`config.mk`:
```
export PLATFORM = sky130hd
export DESIGN_NAME = motor_position_pid_pwm_flat
export DESIGN_NICKNAME = d
export VERILOG_FILES = /design/src/design/mpp_pkg.sv /design/src/design/mpp_if.sv /design/src/design/motor_position_pid_pwm.sv /design/src/flat_wrapper.sv
export SDC_FILE = /design/constraint.sdc
export NUM_CORES = 2
export LEC_CHECK = 0
export ABC_AREA = 1
export BUFFER_PORTS_ARGS = -buffer_cell sky130_fd_sc_hd__buf_2
export CELL_PAD_IN_SITES_DETAIL_PLACEMENT = 1
export CELL_PAD_IN_SITES_GLOBAL_PLACEMENT = 1
export CORE_MARGIN = 5
export CORE_UTILIZATION = 54
export CTS_CLUSTER_SIZE = 10
export DETAILED_ROUTE_END_ITERATION = 10
export PLACE_DENSITY_LB_ADDON = 0.1
export SETUP_SLACK_MARGIN = 0.3
export SKIP_CTS_REPAIR_TIMING = 1
export SLEW_MARGIN = 5
export SYNTH_ARGS = -nofsm -noshare
export SYNTH_HDL_FRONTEND = slang
export SYNTH_SLANG_ARGS = --single-unit
```
`constraint.sdc`:
```
create_clock -name clk_i -period 15.25 [get_ports clk_i]
set_clock_uncertainty 0.05 [all_clocks]
set_input_delay 2.2875 -clock clk_i [delete_from_list [all_inputs] [get_ports clk_i]]
set_output_delay 2.2875 -clock clk_i [all_outputs]
set_load 0.02 [all_outputs]
```
`src/design/mpp_pkg.sv`:
```
// Shared types and constants for the motor position PID/PWM controller.
`default_nettype none

package mpp_pkg;

  localparam int unsigned CFG_IDX_W  = 3;
  localparam int unsigned CFG_DATA_W = 32;
  localparam int unsigned COUNT_W    = 32;
  localparam int unsigned ERR_W      = 24;
  localparam int unsigned GAIN_W     = 16;
  localparam int unsigned LIMIT_W    = 31;
  localparam int unsigned DUTY_W     = 8;
  localparam int unsigned DRIVE_W    = 18;

  typedef enum logic [CFG_IDX_W-1:0] {
    CFG_TARGET   = 3'd0,
    CFG_KP       = 3'd1,
    CFG_KI       = 3'd2,
    CFG_KD       = 3'd3,
    CFG_DEADBAND = 3'd4,
    CFG_ILIMIT   = 3'd5,
    CFG_MIN_DUTY = 3'd6,
    CFG_HOLD_OFF = 3'd7
  } cfg_reg_e;

  typedef enum logic [1:0] {
    DRV_BRAKE   = 2'd0,
    DRV_REVERSE = 2'd1,
    DRV_PID     = 2'd2
  } drv_sel_e;

endpackage

`default_nettype wire

```
`src/design/mpp_if.sv`:
```
// Handshake interfaces for encoder items and duty items.
`default_nettype none

interface mpp_enc_if;
  import mpp_pkg::*;

  logic               valid;
  logic               ready;
  logic [COUNT_W-1:0] encoder_count;

  modport source (output valid, output encoder_count, input ready);
  modport sink (input valid, input encoder_count, output ready);
endinterface

interface mpp_duty_if;
  import mpp_pkg::*;

  logic              valid;
  logic              ready;
  logic [DUTY_W-1:0] forward_duty;
  logic [DUTY_W-1:0] reverse_duty;
  logic              at_target;

  modport source (output valid, output forward_duty, output reverse_duty, output at_target,
                  input ready);
  modport sink (input valid, input forward_duty, input reverse_duty, input at_target,
                output ready);
endinterface

`default_nettype wire

```
`src/design/motor_position_pid_pwm.sv`:
```
// Motor position PID controller producing forward/reverse PWM duties.
//
//   channel   dir  payload                                   protocol
//   enc_i     in   encoder_count[31:0] signed                valid/ready
//   duty_o    out  forward_duty[7:0] reverse_duty[7:0] at_target  valid/ready
//   cfg       in   cfg_we_i cfg_idx_i[2:0] cfg_data_i[31:0]   write only
//
// Five register stages: input, error/accumulator, products, drive, output.
// One item per cycle while the output accepts; stages advance independently,
// so bubbles collapse. Input stays ready while any stage is empty and drops
// only when all five stages hold items behind a stalled output. Accumulator
// and previous error update in the error stage, so each item sees the state
// left by the item before it unless a configuration write blocked the update.
// Reset clears control, controller state and configuration to defaults.
`default_nettype none

module motor_position_pid_pwm #(
  parameter int unsigned PWM_FULL_SCALE = 255
) (
  input  wire logic                           clk_i,
  input  wire logic                           rst_ni,
  input  wire logic                           cfg_we_i,
  input  wire logic [mpp_pkg::CFG_IDX_W-1:0]  cfg_idx_i,
  input  wire logic [mpp_pkg::CFG_DATA_W-1:0] cfg_data_i,
  mpp_enc_if.sink                             enc_i,
  mpp_duty_if.source                          duty_o
);
  import mpp_pkg::*;

  localparam logic signed [DRIVE_W-1:0] FullS = DRIVE_W'(PWM_FULL_SCALE);

  // configuration
  logic signed [COUNT_W-1:0] target_q;
  logic [GAIN_W-1:0]         kp_q, ki_q, kd_q, deadband_q;
  logic [LIMIT_W-1:0]        ilimit_q;
  logic [DUTY_W-1:0]         min_duty_q;
  logic                      hold_off_q;

  // controller state
  logic signed [31:0]        error_sum_q;
  logic signed [ERR_W-1:0]   last_error_q;
  logic                      reached_q;

  // pipeline
  logic                      v1_q, v2_q, v3_q, v4_q, v5_q;
  logic                      adv1, adv2, adv3, adv4, adv5;
  logic signed [COUNT_W-1:0] count1_q;

  drv_sel_e                  sel2_d, sel2_q, sel3_q;
  logic                      at2_d, at2_q, at3_q, at4_q, at5_q;
  logic signed [ERR_W-1:0]   err2_d, err2_q;
  logic signed [31:0]        sum2_d, sum2_q;
  logic signed [ERR_W:0]     deriv2_d, deriv2_q;

  logic signed [40:0]        pp_d, pp_q;
  logic signed [48:0]        ip_d, ip_q;
  logic signed [41:0]        dp_d, dp_q;

  logic signed [DRIVE_W-1:0] drive4_d, drive4_q;
  logic [DUTY_W-1:0]         fwd5_d, fwd5_q, rev5_d, rev5_q;

  // stage 2 combinational
  logic signed [COUNT_W:0]   diff;
  logic [ERR_W-1:0]          err_mag;
  logic                      in_dead;
  logic signed [COUNT_W:0]   sum33, lim33;
  logic                      fire2;

  // stage 4 combinational
  logic signed [50:0]        acc;
  logic signed [42:0]        quo;
  logic signed [42:0]        full43;

  // stage 5 combinational
  logic [DRIVE_W-1:0]        mag5;

  assign adv5 = !v5_q || duty_o.ready;
  assign adv4 = !v4_q || adv5;
  assign adv3 = !v3_q || adv4;
  assign adv2 = !v2_q || adv3;
  assign adv1 = !v1_q || adv2;
  assign fire2 = adv2 && v1_q;

  assign enc_i.ready         = adv1;
  assign duty_o.valid        = v5_q;
  assign duty_o.forward_duty = fwd5_q;
  assign duty_o.reverse_duty = rev5_q;
  assign duty_o.at_target    = at5_q;

  always_ff @(posedge clk_i or negedge rst_ni) begin
    if (!rst_ni) begin
      v1_q <= 1'b0;
      v2_q <= 1'b0;
      v3_q <= 1'b0;
      v4_q <= 1'b0;
      v5_q <= 1'b0;
    end else begin
      if (adv1) v1_q <= enc_i.valid;
      if (adv2) v2_q <= v1_q;
      if (adv3) v3_q <= v2_q;
      if (adv4) v4_q <= v3_q;
      if (adv5) v5_q <= v4_q;
    end
  end

  always_ff @(posedge clk_i) begin
    if (adv1) count1_q <= enc_i.encoder_count;
    if (adv2) begin
      sel2_q   <= sel2_d;
      at2_q    <= at2_d;
      err2_q   <= err2_d;
      sum2_q   <= sum2_d;
      deriv2_q <= deriv2_d;
    end
    if (adv3) begin
      sel3_q <= sel2_q;
      at3_q  <= at2_q;
      pp_q   <= pp_d;
      ip_q   <= ip_d;
      dp_q   <= dp_d;
    end
    if (adv4) begin
      at4_q    <= at3_q;
      drive4_q <= drive4_d;
    end
    if (adv5) begin
      fwd5_q <= fwd5_d;
      rev5_q <= rev5_d;
      at5_q  <= at4_q;
    end
  end

  // error, deadband, accumulator, derivative, drive select and at-target flag
  always_comb begin
    diff = {target_q[COUNT_W-1], target_q} - {count1_q[COUNT_W-1], count1_q};
    if (diff[COUNT_W:ERR_W-1] == {(COUNT_W-ERR_W+2){diff[ERR_W-1]}}) begin
      err2_d = diff[ERR_W-1:0];
    end else if (diff[COUNT_W]) begin
      err2_d = {1'b1, {(ERR_W-1){1'b0}}};
    end else begin
      err2_d = {1'b0, {(ERR_W-1){1'b1}}};
    end
    err_mag = err2_d[ERR_W-1] ? ERR_W'(-err2_d) : err2_d;
    in_dead = err_mag <= {{(ERR_W-GAIN_W){1'b0}}, deadband_q};

    sum33 = {error_sum_q[31], error_sum_q} + {{(COUNT_W-ERR_W+1){err2_d[ERR_W-1]}}, err2_d};
    lim33 = {2'b00, ilimit_q};
    if (sum33 > lim33) begin
      sum2_d = lim33[31:0];
    end else if (sum33 < -lim33) begin
      sum2_d = 32'(-lim33);
    end else begin
      sum2_d = sum33[31:0];
    end
    deriv2_d = {err2_d[ERR_W-1], err2_d} - {last_error_q[ERR_W-1], last_error_q};

    if (hold_off_q || in_dead) begin
      sel2_d = DRV_BRAKE;
    end else if (!err2_d[ERR_W-1] && err2_d != '0) begin
      sel2_d = DRV_PID;
    end else begin
      sel2_d = DRV_REVERSE;
    end
    at2_d = (!hold_off_q && in_dead) ? 1'b1 : reached_q;
  end

  // configuration registers and controller state
  always_ff @(posedge clk_i or negedge rst_ni) begin
    if (!rst_ni) begin
      target_q     <= '0;
      kp_q         <= GAIN_W'(256);
      ki_q         <= '0;
      kd_q         <= '0;
      deadband_q   <= '0;
      ilimit_q     <= LIMIT_W'(65535);
      min_duty_q   <= '0;
      hold_off_q   <= 1'b0;
      error_sum_q  <= '0;
      last_error_q <= '0;
      reached_q    <= 1'b0;
    end else if (cfg_we_i) begin
      unique case (cfg_reg_e'(cfg_idx_i))
        CFG_TARGET: begin
          target_q     <= cfg_data_i;
          error_sum_q  <= '0;
          last_error_q <= '0;
          reached_q    <= 1'b0;
        end
        CFG_KP:       kp_q       <= cfg_data_i[GAIN_W-1:0];
        CFG_KI:       ki_q       <= cfg_data_i[GAIN_W-1:0];
        CFG_KD:       kd_q       <= cfg_data_i[GAIN_W-1:0];
        CFG_DEADBAND: deadband_q <= cfg_data_i[GAIN_W-1:0];
        CFG_ILIMIT:   ilimit_q   <= cfg_data_i[LIMIT_W-1:0];
        CFG_MIN_DUTY: min_duty_q <= cfg_data_i[DUTY_W-1:0];
        CFG_HOLD_OFF: hold_off_q <= cfg_data_i[0];
      endcase
    end else if (fire2 && !hold_off_q) begin
      if (in_dead) begin
        error_sum_q  <= '0;
        last_error_q <= '0;
        reached_q    <= 1'b1;
      end else begin
        error_sum_q  <= sum2_d;
        last_error_q <= err2_d;
      end
    end
  end

  // gain products
  always_comb begin
    pp_d = $signed({1'b0, kp_q}) * err2_q;
    ip_d = $signed({1'b0, ki_q}) * sum2_q;
    dp_d = $signed({1'b0, kd_q}) * deriv2_q;
  end

  // Q8.8 sum, truncate toward zero, clamp to full scale; else full reverse or 0
  always_comb begin
    acc = 51'(pp_q) + 51'(ip_q) + 51'(dp_q);
    quo = acc[50:8];
    if (acc[50] && acc[7:0] != '0) begin
      quo = quo + 43'sd1;
    end
    full43 = 43'(FullS);
    unique case (sel3_q)
      DRV_PID: begin
        if (quo > full43) begin
          drive4_d = FullS;
        end else if (quo < -full43) begin
          drive4_d = -FullS;
        end else begin
          drive4_d = quo[DRIVE_W-1:0];
        end
      end
      DRV_REVERSE: drive4_d = -FullS;
      default:     drive4_d = '0;
    endcase
  end

  // duty split
  always_comb begin
    mag5 = drive4_q[DRIVE_W-1] ? DRIVE_W'(-drive4_q) : drive4_q;
    if (mag5 < {{(DRIVE_W-DUTY_W){1'b0}}, min_duty_q}) begin
      mag5 = {{(DRIVE_W-DUTY_W){1'b0}}, min_duty_q};
    end
    if (mag5 > DRIVE_W'(255)) begin
      mag5 = DRIVE_W'(255);
    end
    if (drive4_q == '0) begin
      fwd5_d = DUTY_W'(1);
      rev5_d = DUTY_W'(1);
    end else if (drive4_q[DRIVE_W-1]) begin
      fwd5_d = '0;
      rev5_d = mag5[DUTY_W-1:0];
    end else begin
      fwd5_d = mag5[DUTY_W-1:0];
      rev5_d = '0;
    end
  end

endmodule

`default_nettype wire

```
`src/flat_wrapper.sv`:
```
// flat-port wrapper written by rule: the top's interface ports become plain ports
module motor_position_pid_pwm_flat import mpp_pkg::*;
#(
  parameter int unsigned PWM_FULL_SCALE = 255
)
  (clk_i, rst_ni, cfg_we_i, cfg_idx_i, cfg_data_i, enc_i_valid, enc_i_encoder_count, enc_i_ready, duty_o_valid, duty_o_forward_duty, duty_o_reverse_duty, duty_o_at_target, duty_o_ready);
  mpp_enc_if enc_i_i ();
  mpp_duty_if duty_o_i ();
  input  wire logic clk_i;
  input  wire logic rst_ni;
  input  wire logic cfg_we_i;
  input  wire logic [mpp_pkg::CFG_IDX_W-1:0] cfg_idx_i;
  input  wire logic [mpp_pkg::CFG_DATA_W-1:0] cfg_data_i;
  input wire logic [$bits(enc_i_i.valid)-1:0] enc_i_valid;
  input wire logic [$bits(enc_i_i.encoder_count)-1:0] enc_i_encoder_count;
  output wire logic [$bits(enc_i_i.ready)-1:0] enc_i_ready;
  output wire logic [$bits(duty_o_i.valid)-1:0] duty_o_valid;
  output wire logic [$bits(duty_o_i.forward_duty)-1:0] duty_o_forward_duty;
  output wire logic [$bits(duty_o_i.reverse_duty)-1:0] duty_o_reverse_duty;
  output wire logic [$bits(duty_o_i.at_target)-1:0] duty_o_at_target;
  input wire logic [$bits(duty_o_i.ready)-1:0] duty_o_ready;
  assign enc_i_i.valid = enc_i_valid;
  assign enc_i_i.encoder_count = enc_i_encoder_count;
  assign enc_i_ready = enc_i_i.ready;
  assign duty_o_valid = duty_o_i.valid;
  assign duty_o_forward_duty = duty_o_i.forward_duty;
  assign duty_o_reverse_duty = duty_o_i.reverse_duty;
  assign duty_o_at_target = duty_o_i.at_target;
  assign duty_o_i.ready = duty_o_ready;
  motor_position_pid_pwm #(.PWM_FULL_SCALE(PWM_FULL_SCALE)) u_core (.clk_i(clk_i), .rst_ni(rst_ni), .cfg_we_i(cfg_we_i), .cfg_idx_i(cfg_idx_i), .cfg_data_i(cfg_data_i), .enc_i(enc_i_i), .duty_o(duty_o_i));
endmodule
```
==> out/metrics.yaml <==
yosysWarnings: 0
crit_required_ns: 15.74
synth_area_mm2: 0.0794
cts-buffers-inserted: 66
htreeDepth: 3
wl_per_cell_um: 23.1
fin_setup_tns_ns: 0
cts_sinks: 485
port_buffers: 90
cp-start-kind: "flip-flop"
clockRootBuffer: "clkbuf_16"
syn_area_per_cell_um2: 7.92
syn_to_final_growth_pct: 5.15
start_util: 0.544
cp_common_cell: "nand2_1"
endpoint_kind: "flip-flop"
core_area_mm2: 0.146
wl_met2_um: 135000
die-area_mm2: 0.155
ant_nets: 0
setup.worst_path.start: "u_core.count1_q[0]"
fin_cells: 11800
place_inst: 11700
die_x_um: 394
rrSetupSlack_ns: 5.25
r2r-start: "u_core.count1_q[0]"
first_iter_violations: 4466
m1WireLength_um: 105000
drv_cap: 0
die_h_um: 394
core.rowCount: 140
synthArstFlopShare: 0.408
period_share: 0.655
syn_inst: 10000
drive_gt1_frac: 0.0394
finalHoldViolCount: 0
critPathKind: "reg2reg"
path_clk_slew_ns: 0.06
synth_flop_cell: "edfxtp_1"
slew_headroom: 0.133
wl_um: 273000
place_hpwl_um: 219000
hold_path_end: "u_core.duty_o.at_target"
drt_pre_antenna_iters: 6
drc: 0
synth.distinct_cells: 55
cp_slowest_cell: "nand2_1"
fmax_ghz: 0.100
syn_nets: 12000
synth-edff-count: 287
io-pin-count: 91
grt_pass1_wl_um: 428000
worstMarginPinSlew_ns: 1.30
slowest_delay_ns: 0.58
overflow: 0
post-route-min-period_ns: 10.0
nets: 11800
reg2regPathDepth: 57
top_layer: "met5"
grt_use_total: 0.356
worstHoldPathCells: 0
place_congestion: 0.934
rsz0062_at_grt: "no"
vias: 66200
arrival_ns: 10.49
drv_slew: 0
clk_path_buf_depth: 3
status: "finished, final reports clean"
via_per_inst: 5.59
wl_met3_um: 17000
path_max_fanout: 36
fill_cells: 18000
r2r_end: "u_core.error_sum_q[18]"
finalSetupViolCount: 0
antenna_found_initial: 24
min_from: "u_core.at4_q"
hold_path.class: "reg2reg"
worstSkewPairLatency_ns: 0.70
cts_tree: "built"
yosysSeqAreaShare: 0.171
grt_pass1_vias: 75700
grt_max_degree: 76
ys_ff_latch: 485
-- cells in the mapped netlist, types with 4 or more instances --
cell       count  area (um2)
nand3b_1      16         120
o21a_1        22         165
nor3_1        57         285
nand2_2       48         300
nor4_1        12        75.1
dfrtp_1      181        4530
buf_6          6        67.6
a21oi_1      358        1790
nand4_1       51         319
nor2_2        18         113
buf_1          5        18.8
o2111ai_1      4        35.0
o31ai_1       10        75.1
inv_1       2555        9590
fa_1        1310       26200
xnor2_1      106         928
dfstp_2       17         447
edfxtp_1     287        8620
a21o_1        16         120
nor2_1       455        1710
xor2_1       195        1710
nand3_1      196         981
clkbuf_1     379        1420
a211oi_1      11        82.6
a31oi_1       44         275
o221ai_1       9        78.8
o211ai_1      14         105
o21ai_1       15        75.1
a21boi_0      11        82.6
or2_2         10        62.6
inv_2          8        30.0
o21bai_1      21         158
ha_1         550        6880
o21ai_0      311        1560
nand2_4        5        56.3
nand2_1     2677       10000
-- placed cells by master, fill, tap and decap left out, types with 22 or more instances in the layout --
cell type | netlist | final
a21oi_1 | 358 | 358
a31oi_1 | 44 | 44
buf_2 | 3 | 89
buf_4 | 1 | 75
clkbuf_16 | 0 | 66
dfrtp_1 | 181 | 173
edfxtp_1 | 287 | 287
fa_1 | 1310 | 1310
ha_1 | 550 | 550
inv_1 | 2555 | 2552
nand2_1 | 2677 | 2674
nand2_2 | 48 | 50
nand3_1 | 196 | 196
nand4_1 | 51 | 51
nor2_1 | 455 | 454
nor3_1 | 57 | 57
o21a_1 | 22 | 22
o21ai_0 | 311 | 311
xnor2_1 | 106 | 106
xor2_1 | 195 | 195
-- how the worst max path moves through the flow --
stage / to / cells after the start
after floorplan: enc_i_ready / 8
after global placement: u_core.error_sum_q[10] / 57
after detailed placement: u_core.error_sum_q[18] / 57
after CTS: u_core.error_sum_q[18] / 57
after global routing: u_core.error_sum_q[10] / 57
final: u_core.error_sum_q[18] / 57
-- final cells by class --
| class | count | area [um2] | share of cell area |
|---|---|---|---|
| inverter | 2565 | 9630 | 0.115 |
| timing repair buffer | 165 | 1020 | 0.0123 |
| clock buffer | 92 | 1820 | 0.0218 |
| antenna | 10 | 25.0 | 0.000300 |
| sequential | 485 | 13600 | 0.163 |
| clock inverter | 23 | 333 | 0.00398 |
| multi-input combinational | 6579 | 54700 | 0.655 |
| tap | 1917 | 2400 | 0.0287 |
-- registers in the layout (all words and copies together) (netlist names), 31 cells and up --
name	flops
u_core.ip_q	49
u_core.dp_q	42
u_core.pp_q	41
u_core.count1_q	32
u_core.error_sum_q	32
u_core.sum2_q	32
u_core.target_q	32
u_core.ilimit_q	31
-- metrics by stage --
step	instance area, um2	worst slack, ns	hold WS [ns]	util
6_report	83500	5.25	0.420	0.572
5_1_grt	83500	4.30	0.412	0.572
4_1_cts	83500	5.31	0.416	0.572
3_5_place_dp	81300	5.41	0.393	0.557
3_3_place_gp	81300	5.78	0.379	0.557
2_1_floorplan	79400	5.71	0.350	-
-- worst max-delay path: cells and delay by family, from the launching register on --
family | cells | cell delay (ns)
flops | 1 | 0.40
xor+xnor | 1 | 0.16
buf+inv | 8 | 1.52
simple gates | 35 | 4.44
fa+ha+maj | 5 | 1.61
compound gates | 8 | 1.63
-- kinds of logic after synthesis --
group,Yosys count,synth area share
xor+xnor,301,0.0332
simple gates,3559,0.179
flops,485,0.171
compound gates,859,0.0593
fa+ha+maj,1860,0.417
buf+inv,2960,0.141
-- routing by layer --
| layer | track usage | vias up |
|---|---|---|
| li1 | - | 29200 |
| met1 | 0.434 | 33900 |
| met2 | 0.620 | 2302 |
| met3 | 0.0513 | 703 |
| met4 | 0.178 | 8 |
| met5 | 0 | - |
Power is not shown: default switching activity piles up to over one toggle a cycle in this logic, so the estimate is an artifact.
